### config.mk
export PLATFORM = sky130hd
export DESIGN_NAME = percent_decoder
export DESIGN_NICKNAME = d
export VERILOG_FILES = /design/src/hdl/pd_pkg.sv /design/src/hdl/percent_decoder.sv
export SDC_FILE = /design/constraint.sdc
export NUM_CORES = 1
export LEC_CHECK = 0
export ABC_AREA = 0
export BUFFER_PORTS_ARGS = -buffer_cell sky130_fd_sc_hd__clkbuf_2
export CAP_MARGIN = 0
export CORE_ASPECT_RATIO = 2
export CORE_MARGIN = 2
export CORE_UTILIZATION = 45
export DETAILED_ROUTE_END_ITERATION = 10
export SYNTH_ARGS = -nofsm -noshare
export SYNTH_HDL_FRONTEND = slang
export SYNTH_SLANG_ARGS = --single-unit
### constraint.sdc
create_clock -name aclk -period 4.7 [get_ports aclk]
set_input_delay 0 -clock aclk [delete_from_list [all_inputs] [get_ports aclk]]
set_output_delay 0 -clock aclk [all_outputs]
set_load 0.02 [all_outputs]
### src/hdl/pd_pkg.sv
// Shared types, character codes and hex digit decode for the percent decoder.
`default_nettype none
package pd_pkg;

    localparam int CFG_W = 11;
    localparam int LEN_W = 10;
    localparam logic [CFG_W-1:0] CAP_RESET = 11'd640;

    localparam logic [7:0] CHAR_PCT   = 8'h25;
    localparam logic [7:0] CHAR_PLUS  = 8'h2B;
    localparam logic [7:0] CHAR_SPACE = 8'h20;

    typedef enum logic [1:0] {
        ST_OK      = 2'd0,
        ST_INVALID = 2'd1,
        ST_TOOBIG  = 2'd2
    } status_t;

    typedef enum logic [1:0] {
        PH_IDLE = 2'd0,
        PH_HIGH = 2'd1,
        PH_LOW  = 2'd2
    } phase_t;

    typedef struct packed {
        logic       ok;
        logic [3:0] val;
    } hex_t;

    typedef struct packed {
        logic [LEN_W-1:0] len;
        status_t          status;
        logic             done;
        logic             byte_v;
        logic [7:0]       data;
    } res_t;

    function automatic hex_t hex_digit(input logic [7:0] c);
        hex_t h;
        h.ok  = 1'b1;
        h.val = 4'd0;
        if (c >= 8'h30 && c <= 8'h39) begin
            h.val = 4'(c - 8'h30);
        end else if (c >= 8'h61 && c <= 8'h66) begin
            h.val = 4'(c - 8'h57);
        end else if (c >= 8'h41 && c <= 8'h46) begin
            h.val = 4'(c - 8'h37);
        end else begin
            h.ok = 1'b0;
        end
        return h;
    endfunction

endpackage
`default_nettype wire

### src/hdl/percent_decoder.sv
// Form-urlencoded percent decoder, one source item per cycle while s_tready is high.
// A result is registered in the result register, or in the skid while m_ stalls.
// Throughput: one item per cycle while the skid is empty; a two-deep output
// (result register plus skid) keeps s_tready high while one result waits.
// Reset (aresetn low, synchronous): escape state, count, drop flag and output
// valids clear; cap_reg returns to 640.
`default_nettype none
module percent_decoder
    import pd_pkg::*;
#(
    parameter int MAX_CAPACITY = 1024
) (
    input  wire logic             aclk,
    input  wire logic             aresetn,
    input  wire logic             s_tvalid,
    output logic                  s_tready,
    input  wire logic [7:0]       s_tdata,   // [7:0] in_byte
    input  wire logic             s_tlast,
    output logic                  m_tvalid,
    input  wire logic             m_tready,
    output logic [23:0]           m_tdata,   // [7:0] out_byte, [9:8] status, [19:10] length
    output logic                  m_tuser,   // [0] byte_valid
    output logic                  m_tlast,
    input  wire logic             cfg_valid,
    output logic                  cfg_ready,
    input  wire logic [CFG_W-1:0] cfg_data
);

    localparam int CNT_W = (MAX_CAPACITY > 2) ? $clog2(MAX_CAPACITY) : 1;
    localparam int MAXC_W = $clog2(MAX_CAPACITY + 1);
    localparam int CMP_W = ((MAXC_W > CFG_W) ? MAXC_W : CFG_W) + 1;

    logic [CFG_W-1:0] cap_reg;
    phase_t           phase_reg, phase_next;
    logic [3:0]       nib_reg, nib_next;
    logic [CNT_W-1:0] count_reg, count_next;
    logic             drop_reg, drop_next;

    res_t res_next;
    logic res_valid;
    res_t out_reg, skid_reg;
    logic out_valid_reg, skid_valid_reg;

    logic             accept;
    logic [CMP_W-1:0] cap_eff;
    logic [CMP_W-1:0] count_inc;
    hex_t             hex;
    logic             have_byte, do_fail;
    status_t          fail_st;
    logic [7:0]       dec_byte;

    assign cfg_ready = 1'b1;
    assign s_tready  = !skid_valid_reg;
    assign accept    = s_tvalid && s_tready;

    assign cap_eff   = (CMP_W'(cap_reg) > CMP_W'(MAX_CAPACITY)) ? CMP_W'(MAX_CAPACITY)
                                                                : CMP_W'(cap_reg);
    assign count_inc = CMP_W'(count_reg) + CMP_W'(1);
    assign hex       = hex_digit(s_tdata);

    always_comb begin
        phase_next = phase_reg;
        nib_next   = nib_reg;
        count_next = count_reg;
        drop_next  = drop_reg;
        res_next   = '0;
        res_valid  = 1'b0;
        have_byte  = 1'b0;
        do_fail    = 1'b0;
        fail_st    = ST_INVALID;
        dec_byte   = s_tdata;

        if (drop_reg) begin
            if (s_tlast) begin
                phase_next = PH_IDLE;
                nib_next   = 4'd0;
                count_next = '0;
                drop_next  = 1'b0;
            end
        end else if (cap_reg == '0) begin
            do_fail = 1'b1;
        end else begin
            case (phase_reg)
                PH_HIGH: begin
                    if (!hex.ok || s_tlast) begin
                        do_fail = 1'b1;
                    end else begin
                        nib_next   = hex.val;
                        phase_next = PH_LOW;
                    end
                end
                PH_LOW: begin
                    if (!hex.ok) begin
                        do_fail = 1'b1;
                    end else begin
                        dec_byte   = {nib_reg, hex.val};
                        have_byte  = 1'b1;
                        phase_next = PH_IDLE;
                        nib_next   = 4'd0;
                    end
                end
                default: begin
                    phase_next = PH_IDLE;
                    if (s_tdata == CHAR_PCT) begin
                        if (s_tlast) begin
                            do_fail = 1'b1;
                        end else begin
                            phase_next = PH_HIGH;
                        end
                    end else begin
                        dec_byte  = (s_tdata == CHAR_PLUS) ? CHAR_SPACE : s_tdata;
                        have_byte = 1'b1;
                    end
                end
            endcase

            if (have_byte) begin
                if (dec_byte == 8'd0) begin
                    do_fail = 1'b1;
                end else if (count_inc >= cap_eff) begin
                    do_fail = 1'b1;
                    fail_st = ST_TOOBIG;
                end else begin
                    res_valid       = 1'b1;
                    res_next.data   = dec_byte;
                    res_next.byte_v = 1'b1;
                    count_next      = count_inc[CNT_W-1:0];
                    if (s_tlast) begin
                        res_next.done = 1'b1;
                        res_next.len  = count_inc[LEN_W-1:0];
                        phase_next    = PH_IDLE;
                        nib_next      = 4'd0;
                        count_next    = '0;
                    end
                end
            end
        end

        if (do_fail) begin
            phase_next      = PH_IDLE;
            nib_next        = 4'd0;
            count_next      = '0;
            drop_next       = !s_tlast;
            res_valid       = 1'b1;
            res_next        = '0;
            res_next.done   = 1'b1;
            res_next.status = fail_st;
        end
    end

    always_ff @(posedge aclk) begin
        if (!aresetn) begin
            cap_reg        <= CAP_RESET;
            phase_reg      <= PH_IDLE;
            nib_reg        <= 4'd0;
            count_reg      <= '0;
            drop_reg       <= 1'b0;
            out_valid_reg  <= 1'b0;
            skid_valid_reg <= 1'b0;
        end else begin
            if (cfg_valid && cfg_ready) begin
                cap_reg <= cfg_data;
            end
            if (accept) begin
                phase_reg <= phase_next;
                nib_reg   <= nib_next;
                count_reg <= count_next;
                drop_reg  <= drop_next;
            end
            if (!out_valid_reg || m_tready) begin
                if (skid_valid_reg) begin
                    out_reg        <= skid_reg;
                    out_valid_reg  <= 1'b1;
                    skid_valid_reg <= 1'b0;
                end else begin
                    out_reg       <= res_next;
                    out_valid_reg <= accept && res_valid;
                end
            end else if (accept && res_valid) begin
                skid_reg       <= res_next;
                skid_valid_reg <= 1'b1;
            end
        end
    end

    assign m_tvalid = out_valid_reg;
    assign m_tdata  = {4'd0, out_reg.len, out_reg.status, out_reg.data};
    assign m_tuser  = out_reg.byte_v;
    assign m_tlast  = out_reg.done;

endmodule
`default_nettype wire

; Yosys cells after proc, flatten, opt, wreduce, memory -nomap -nowiden
; Index checks and enable logic that the tools add are counted.
[word_totals]
in_bits = 25
elab_cells = 146
regBits = 74
out_inout_bits = 29
[classes]
order_cmp = 8
n_mux = 88
eq_ne = 8
bitwise_logic = 2
n_reduce_logical = 19
addsub = 4
[ops]
columns = operator, n
row1 = $mux 10, 19
row2 = $mux 4, 13
row3 = $mux 22, 2
row4 = $mux 8, 5
row5 = $mux 2, 15
row6 = $mux 1, 28
row7 = $eq 8x6->1 const B, 2
row8 = $ge 8x7->1 const B, 2
row9 = $le 8x7->1 const B, 2
row10 = $pmux 8 s2, 1
row11 = $add 10x1->11 const B, 1
row12 = $ge 11x11->1, 1
row13 = $gt 11x11->1 const B, 1
row14 = $logic_not 11->1, 1
row15 = $mux 11, 1
row16 = $ne 3x3->1 const B, 3
row17 = $ge 8x6->1 const B, 1
row18 = $le 8x6->1 const B, 1
row19 = $logic_not 8->1, 1
row20 = $pmux 4 s2, 1
row21 = $sub 4x3->4 const B, 2
row22 = $reduce_and 3->1, 2
row23 = $reduce_and 6->1, 1
row24 = $logic_and 1x1->1, 5
row25 = 12 further kinds, 18

; Longest topological paths before layout
; Gate-level depths: netlist (run 1).
[logic_depth]
word_depth = 17
depth_mapped = 15
mapped_depth_nobuf = 14

; Worst setup path before layout (run 1)
; No wires, ideal clock.
[synth_timing]
path_kind = register to register
startpoint = reg phase_reg[0]
endpoint = reg skid_reg[0] (netlist bit) (enable)
required_ps = 4271
path_stages_with_launch = 10
period_less_slack_ps = 3689
arrival_ps = 3261
path_slack_ps = 1011
setup_time_ps = 429
path_buffers = 1
path_cell_list = dfxtp_1 -> inv_1 -> ha_1 -> clkbuf_1 -> nand4b_1 -> nor2_1 -> o21ai_0 -> o211ai_2 -> nor2_1 -> nor3_1
[synth_between]
elab_chain_cells = 12
word_cells_on_any_way = 22
cone_classes = 2 x eq/ne / 17 x mux / 3 x reduce/logical
[synth_lines]
columns = item, line
row1 = "start, declared", percent_decoder.sv:34  ; phase_t phase_reg, phase_next;
row2 = "start signal, assigned", percent_decoder.sv:165  ; phase_reg <= phase_next;
row3 = $eq 2x2->1 or $eq 2x1->1 (tied branches), percent_decoder.sv:83  ; case (phase_reg)
row4 = $pmux 8 s2, percent_decoder.sv:83
row5 = $mux 8, percent_decoder.sv:80  ; end else if (cap_reg == '0) begin
row6 = $mux 8, percent_decoder.sv:73  ; if (drop_reg) begin
row7 = $logic_not 8->1, percent_decoder.sv:118  ; if (dec_byte == 8'd0) begin
row8 = $mux 1, percent_decoder.sv:118
row9 = $mux 1, percent_decoder.sv:117  ; if (have_byte) begin
row10 = $mux 1, percent_decoder.sv:80
row11 = $mux 1, percent_decoder.sv:73
row12 = $mux 1 (*), percent_decoder.sv:139  ; if (do_fail) begin
row13 = $logic_and 1x1->1 (*), percent_decoder.sv:179  ; end else if (accept && res_valid) begin
row14 = $reduce_and 3->1 (no source line) (*), -
row15 = "end signal, assigned", percent_decoder.sv:180  ; skid_reg <= res_next;
row16 = "end, declared", percent_decoder.sv:41  ; res_t out_reg, skid_reg;
; Every way passes the cells marked *; elsewhere a longest branch is shown, timed or not. The select of a mux whose other input is x is not followed.
; A chain may end at the register's enable or synchronous reset.

==> results of run 1 <==
cells in the final DEF (no fill, tap or decap), types with 3 or more instances in the layout:
cell type	netlist	layout
mux2i_1	11	11
nor4_1	4	4
inv_1	10	10
o211ai_1	3	3
conb_1	2	5
and3_1	14	14
a22o_1	7	7
o21ai_0	20	20
mux2_2	3	3
a21oi_1	7	7
a32o_1	10	10
edfxtp_1	44	44
o2bb2ai_1	4	4
a22oi_1	4	4
nand4_1	3	3
o221ai_1	3	3
nand2b_1	4	4
clkbuf_2	0	48
nand3_1	19	19
dlygate4sd3_1	0	11
nor2b_1	14	14
and2_1	3	3
o31ai_1	11	11
nand2_1	48	48
nor3b_1	3	3
nor2_1	23	23
xnor2_1	4	4
a21o_1	3	3
clkbuf_16	0	9
dfxtp_1	30	30
ha_1	17	17
power groups by stage:
stage | clock network [mW] | registers (mW) | logic, mW
after floorplan | 0 | 0.754 | 0.104
after global placement | 0 | 0.738 | 0.166
after detailed placement | 0 | 0.739 | 0.168
after CTS | 0.701 | 0.725 | 0.176
after global routing | 0.729 | 0.727 | 0.194
final | 0.690 | 0.724 | 0.175
logic make-up (layout without fill, tap and decap cells):
logic type | after synthesis | after routing | share of synthesized area [%]
AND/OR/NAND/NOR | 157 | 157 | 21.02
flip-flops | 74 | 74 | 46.93
AO/OA/AOI/OAI | 94 | 94 | 17.81
adder cells (fa/ha/maj) | 17 | 17 | 5.194
other | 2 | 5 | 0.1834
multiplexers | 14 | 14 | 3.514
buffers and inverters | 33 | 89 | 4.278
XOR/XNOR | 5 | 5 | 1.069
critical path, cell delays in order (launching register included):
cell and delay (ps):
dfxtp_1 470, ha_1 230, nand3_1 150, nor2_1 160, nand3_1 110, xnor2_1 400
ha_1 330, a211oi_1 200, nand2_1 90, a211oi_1 210, a21oi_1 180, nor2_2 300
nand3_4 290, inv_4 260, and3_1 200
through the flow:
stage / utilization (%) / worst slack [ps] / power [mW] / cell area (sq um)
global placement: 49.12 / 1098 / 0.9045 / 4367
global route: 53.75 / 550.6 / 1.650 / 4778
CTS: 53.75 / 1008 / 1.603 / 4778
detailed placement: 49.12 / 1029 / 0.9073 / 4367
floorplan: - / 1011 / 0.8576 / 4106
finish: 53.75 / 966.0 / 1.590 / 4778
how the worst max path moves through the flow:
stage	endpoint	depth (start not counted)	from
floorplan	skid_reg[0]$_DFFE_PP_	9	phase_reg[0]$_SDFFE_PN0P_
global placement	m_tdata[12]$_DFFE_PP_	14	count_reg[0]$_SDFFE_PN0P_
detailed placement	m_tdata[18]$_DFFE_PP_	14	count_reg[0]$_SDFFE_PN0P_
CTS	m_tdata[18]$_DFFE_PP_	14	count_reg[0]$_SDFFE_PN0P_
global route	m_tdata[18]$_DFFE_PP_	14	count_reg[0]$_SDFFE_PN0P_
finish	skid_reg[20]$_DFFE_PP_	14	count_reg[0]$_SDFFE_PN0P_
what timing repair did:
item,CTS,global route
hold buffers,11,0
hold endpoints to repair,11,0
setup endpoints to repair,0,0
area by class of cell:
| cell class | count | area share (%) |
|---|---|---|
| clock buffers | 9 | 4.713 |
| clock inverters | 7 | 1.597 |
| inverters | 12 | 0.9950 |
| multi-input cells | 292 | 42.16 |
| flip-flops and latches | 74 | 40.22 |
| well taps | 102 | 2.671 |
| repair buffers | 61 | 7.646 |
metal layers:
layer  vias up  share of wire, %
met5         -                 0
met4         0               4.1
met3        26               3.2
met2        90                57
met1      1550                36
li1       1603                 -
==> results.json, run 1 <==
{
  "status": "completed",
  "initial_core_util_pct": 46.07,
  "grt.met2_usage_pct": 39.91,
  "internal_power_mw": 1.192,
  "dp_cells": 530,
  "largest_register_ffs": 22,
  "grtUsageMet3_pct": 2.544,
  "power.share.sequential_pct": 45.5,
  "final-hold-violation-count": 0,
  "yosysWarnings": 0,
  "clkTransAtPathRegs_ps": 60,
  "grt_max_degree": 35,
  "regArea_sq_mm": 0.001922,
  "cp.arrival_ps": 3920,
  "cts-root-buf": "clkbuf_16",
  "fp.dieW_microns": 71.46,
  "drv_cap": 0,
  "crit_path_start_kind": "flop",
  "n_antenna_cell": 0,
  "synth_ff_type": "edfxtp_1",
  "hold_class": "in -> reg",
  "fmax_mhz": 267.8,
  "yosys.area.top_type": "edfxtp_1",
  "synth_area_leaders": "edfxtp_1, dfxtp_1, ha_1, nand2_1, mux2i_1",
  "timing.final.crit_share_pct": 79.45,
  "post_cts_resized": 0,
  "num_io_pins": 54,
  "whs_path_depth": 2,
  "critPathCaptureType": "flop",
  "tns_ps": 0,
  "yosysUniqueCellTypes": 69,
  "clockPowerShare_pct": 43.4,
  "fin_worst_skew_ps": 6.184,
  "die_area_sq_mm": 0.009926,
  "tritoncts": "built",
  "syn_inst": 396,
  "reg2reg_depth": 14,
  "cts.sinks": 74,
  "antenna_found_initial": 0,
  "multi_input_area_sq_mm": 0.002014,
  "drtAntennaViolNets": 0,
  "reg2reg_from": "count_reg[0]$_SDFFE_PN0P_",
  "gr-usage-all-layers_pct": 21.44,
  "rows": 49,
  "core_area_sq_mm": 0.008890,
  "grt_overflow": 0,
  "busiest_layer": "met2",
  "fin_cells": 557,
  "cts_setup_buffers": 0,
  "clk_latency_ps": 330,
  "grt_setup_unrepaired": "false",
  "timing.rr.end": "skid_reg[20]$_DFFE_PP_",
  "crit_type": "reg -> reg",
  "syn_area_sq_mm": 0.004095,
  "grt_pass1_vias": 3192,
  "vias": 3269,
  "drive_above_1_share_pct": 18.90,
  "wl_per_cell_microns": 18.01,
  "post-route-drc-count": 0,
  "switching_share_pct": 25.06,
  "setup_viol": 0,
  "p_comb_share_pct": 11.0,
  "whs_ps": 26.78,
  "finalCriticalPeriod_ps": 3734,
  "die_h_microns": 138.9,
  "wirelength_microns": 10030,
  "htreeDepth": 3,
  "synth_edf_count": 44,
  "hpwl_microns": 7439,
  "synth_top_area_share_pct": 32.26,
  "power.density_mw_per_mm2": 332.8,
  "detail_route.first_pass.iterations": 4,
  "fin_nets": 492,
  "async_reset_ff_share_pct": 0,
  "port-buffer-count": 48,
  "synth_area_per_cell_sq_um": 10.34,
  "clockBufferDepth": 2,
  "netSwitchingPower_mw": 0.3985,
  "power_leakage_nw": 1.919,
  "drt_iter0_markers": 193,
  "synth_common_cells": "nand2_1, edfxtp_1, dfxtp_1, nor2_1, o21ai_0",
  "worstMarginPinSlew_ps": 1092,
  "synth.most_common_cell": "nand2_1",
  "grt_first_pass_wirelength_microns": 16310,
  "synth.ff_latch_count": 74,
  "worstPathMaxFanout": 20,
  "synth-seq-area-share_pct": 46.93,
  "slew_violations": 0,
  "ir_worst_vdd_v": 0.0002329,
  "fillers": 822,
  "hold_path.startpoint": "aresetn",
  "area_growth_pct": 16.68,
  "min_to": "cap_reg[7]$_SDFFE_PN1P_",
  "reg2reg_slack_ps": 970,
  "relSlewSlack_pct": 27.22,
  "crit_required_ps": 4890,
  "cts_buffers": 9,
  "via_per_inst": 5.869,
  "gr-usage-met1_pct": 22.58,
  "place_congestion": 0.9289
}
Note: power is estimated with default switching activity, not from simulation.
==> run 2: changes to the inputs <==
--- a/config.mk
+++ b/config.mk
@@ -12,6 +12,7 @@
 export CORE_MARGIN = 2
 export CORE_UTILIZATION = 45
 export DETAILED_ROUTE_END_ITERATION = 10
+export PLACE_DENSITY = 0.67
 export SYNTH_ARGS = -nofsm -noshare
 export SYNTH_HDL_FRONTEND = slang
 export SYNTH_SLANG_ARGS = --single-unit
==> constraint.sdc (replaced) <==
create_clock -name aclk -period 3.25 [get_ports aclk]
set_input_delay 0 -clock aclk [delete_from_list [all_inputs] [get_ports aclk]]
set_output_delay 0 -clock aclk [all_outputs]
set_load 0.02 [all_outputs]
==> run 2 against run 1 <==
Compared with the run above:
- first-iteration DRC count is 18% higher
- register-to-register slack lost 720 ps
- flip-flop and latch count stayed put
==> results.json, run 2 (synthesis gave the netlist of run 1 again) <==
{
  "area_growth_pct": 20.99,
  "worstMarginPinSlew_ps": 1060,
  "status": "completed",
  "cts-root-buf": "clkbuf_16",
  "wl_per_cell_microns": 17.62,
  "whs_ps": 15.64,
  "final-hold-violation-count": 0,
  "hold_path.startpoint": "m_tready",
  "port-buffer-count": 48,
  "dp_cells": 541,
  "drt_iter0_markers": 227,
  "n_antenna_cell": 0,
  "detail_route.first_pass.iterations": 4,
  "cp_slowest_cell": "mux2_2",
  "htreeDepth": 3,
  "whs_path_depth": 3,
  "fillers": 790,
  "cts_buffers": 9,
  "finalCriticalPeriod_ps": 3003,
  "dpl_cell_area_sq_mm": 0.004462,
  "reg2reg_slack_ps": 250,
  "grt_pass1_vias": 3246,
  "vias": 3339,
  "timing.rr.end": "m_tdata[8]$_DFFE_PP_",
  "tritoncts": "built",
  "fp.dieW_microns": 71.46,
  "timing.final.crit_share_pct": 92.40,
  "fmax_mhz": 333.0,
  "fin_nets": 504,
  "clk_latency_ps": 330,
  "fin_worst_skew_ps": 3.437,
  "relSlewSlack_pct": 29.35,
  "grt_first_pass_wirelength_microns": 16150,
  "slowest_delay_ps": 380,
  "gr-usage-all-layers_pct": 21.00,
  "clkTransAtPathRegs_ps": 60,
  "slew_violations": 0,
  "cts.sinks": 74,
  "ir_worst_vdd_v": 0.0003291,
  "num_io_pins": 54,
  "hold_class": "in -> reg",
  "core_area_sq_mm": 0.008890,
  "drv_cap": 0,
  "grt_overflow": 0,
  "rows": 49,
  "setup_viol": 0,
  "power.density_mw_per_mm2": 480.1,
  "tns_ps": 0,
  "fin_cells": 569,
  "worstPathMaxFanout": 5,
  "via_per_inst": 5.868,
  "power_leakage_nw": 2.015,
  "reg2reg_from": "count_reg[0]$_SDFFE_PN0P_",
  "min_to": "skid_valid_reg$_SDFFE_PP0P_",
  "layout_common_cells": "nand2_1, clkbuf_2, edfxtp_1, dfxtp_1, nor2_1",
  "largest_register_ffs": 22,
  "antenna_found_initial": 0,
  "hpwl_microns": 7484,
  "drtAntennaViolNets": 0,
  "place_congestion": 0.8752,
  "critPathCaptureType": "flop",
  "initial_core_util_pct": 46.07,
  "pre_cts_slack_ps": 141.4,
  "power_mw": 2.379,
  "grt_max_degree": 34,
  "post-route-drc-count": 0,
  "drive_above_1_share_pct": 24.20,
  "worstPathCellList": "ha_2, nand3_1, nor2_2, nand3_1, xnor2_2, ha_1, o211ai_1, o21ai_0, o21ai_0, a21oi_2, mux2_2, a211oi_2, mux2_2",
  "reg2reg_depth": 13,
  "crit_path_start_kind": "flop",
  "die_area_sq_mm": 0.009926,
  "post-route-cell-area_sq_mm": 0.004955,
  "grt_setup_unrepaired": "false",
  "crit_required_ps": 3460,
  "fin_util_pct": 55.74,
  "die_h_microns": 138.9,
  "clockBufferDepth": 2,
  "cp.arrival_ps": 3210,
  "wirelength_microns": 10030,
  "crit_type": "reg -> reg",
  "timing.final.ws_setup_ps": 247.0
}
## run 2: report_power, final
| group | internal [mW] | total, mW | switching (mW) | leakage (nW) |
|---|---|---|---|---|
| Clock | 0.675 | 1.06 | 0.387 | 0.153 |
| Combinational | 0.103 | 0.270 | 0.168 | 1.19 |
| Sequential | 1.03 | 1.05 | 0.0150 | 0.676 |
| Total | 1.81 | 2.38 | 0.570 | 2.02 |
## run 2: critical path: cells and delay by family (launching register included)
family                   cells  cell delay (ps)
flip-flops                   1              350
AO/OA/AOI/OAI                5              860
multiplexers                 2              580
AND/OR/NAND/NOR              3              400
adder cells (fa/ha/maj)      2              490
XOR/XNOR                     1              180
## run 2: timing repair
action,4_1_cts,5_1_grt
hold buffers,11,0
setup buffers,0,1
endpoints found under the hold margin,11,0
gates resized for setup,0,18
setup endpoints to repair,0,55
## run 2: worst max path at each step
stage	from	end	slack (ps)	cells past startpoint
after floorplan	count_reg[0]$_SDFFE_PN0P_	skid_reg[12]$_DFFE_PP_	150	15
after global placement	count_reg[0]$_SDFFE_PN0P_	m_tdata[8]$_DFFE_PP_	220	13
after detailed placement	count_reg[0]$_SDFFE_PN0P_	m_tdata[7]$_DFFE_PP_	140	14
after CTS	count_reg[0]$_SDFFE_PN0P_	m_tdata[7]$_DFFE_PP_	100	14
after global routing	cap_reg[5]$_SDFFE_PN0P_	m_tdata[7]$_DFFE_PP_	7	14
final	count_reg[0]$_SDFFE_PN0P_	m_tdata[8]$_DFFE_PP_	250	13
## run 2: cell type report
type                       count  area (sq um)  share of cell area, %
inverter                      12         47.55                 0.9596
multi-input combinational    292          2061                  41.59
clock buffer                  10         229.0                  4.621
clock inverter                 6         90.09                  1.818
sequential                    74          1928                  38.91
tap                          102         127.6                  2.576
timing repair buffer          73         471.7                  9.520
## run 2: routing by layer
metal	share of wire, %	GRT usage (%)
met1	36	21.89
met2	55	38.06
met3	3.6	3.488
met4	4.7	12.21
met5	0	0
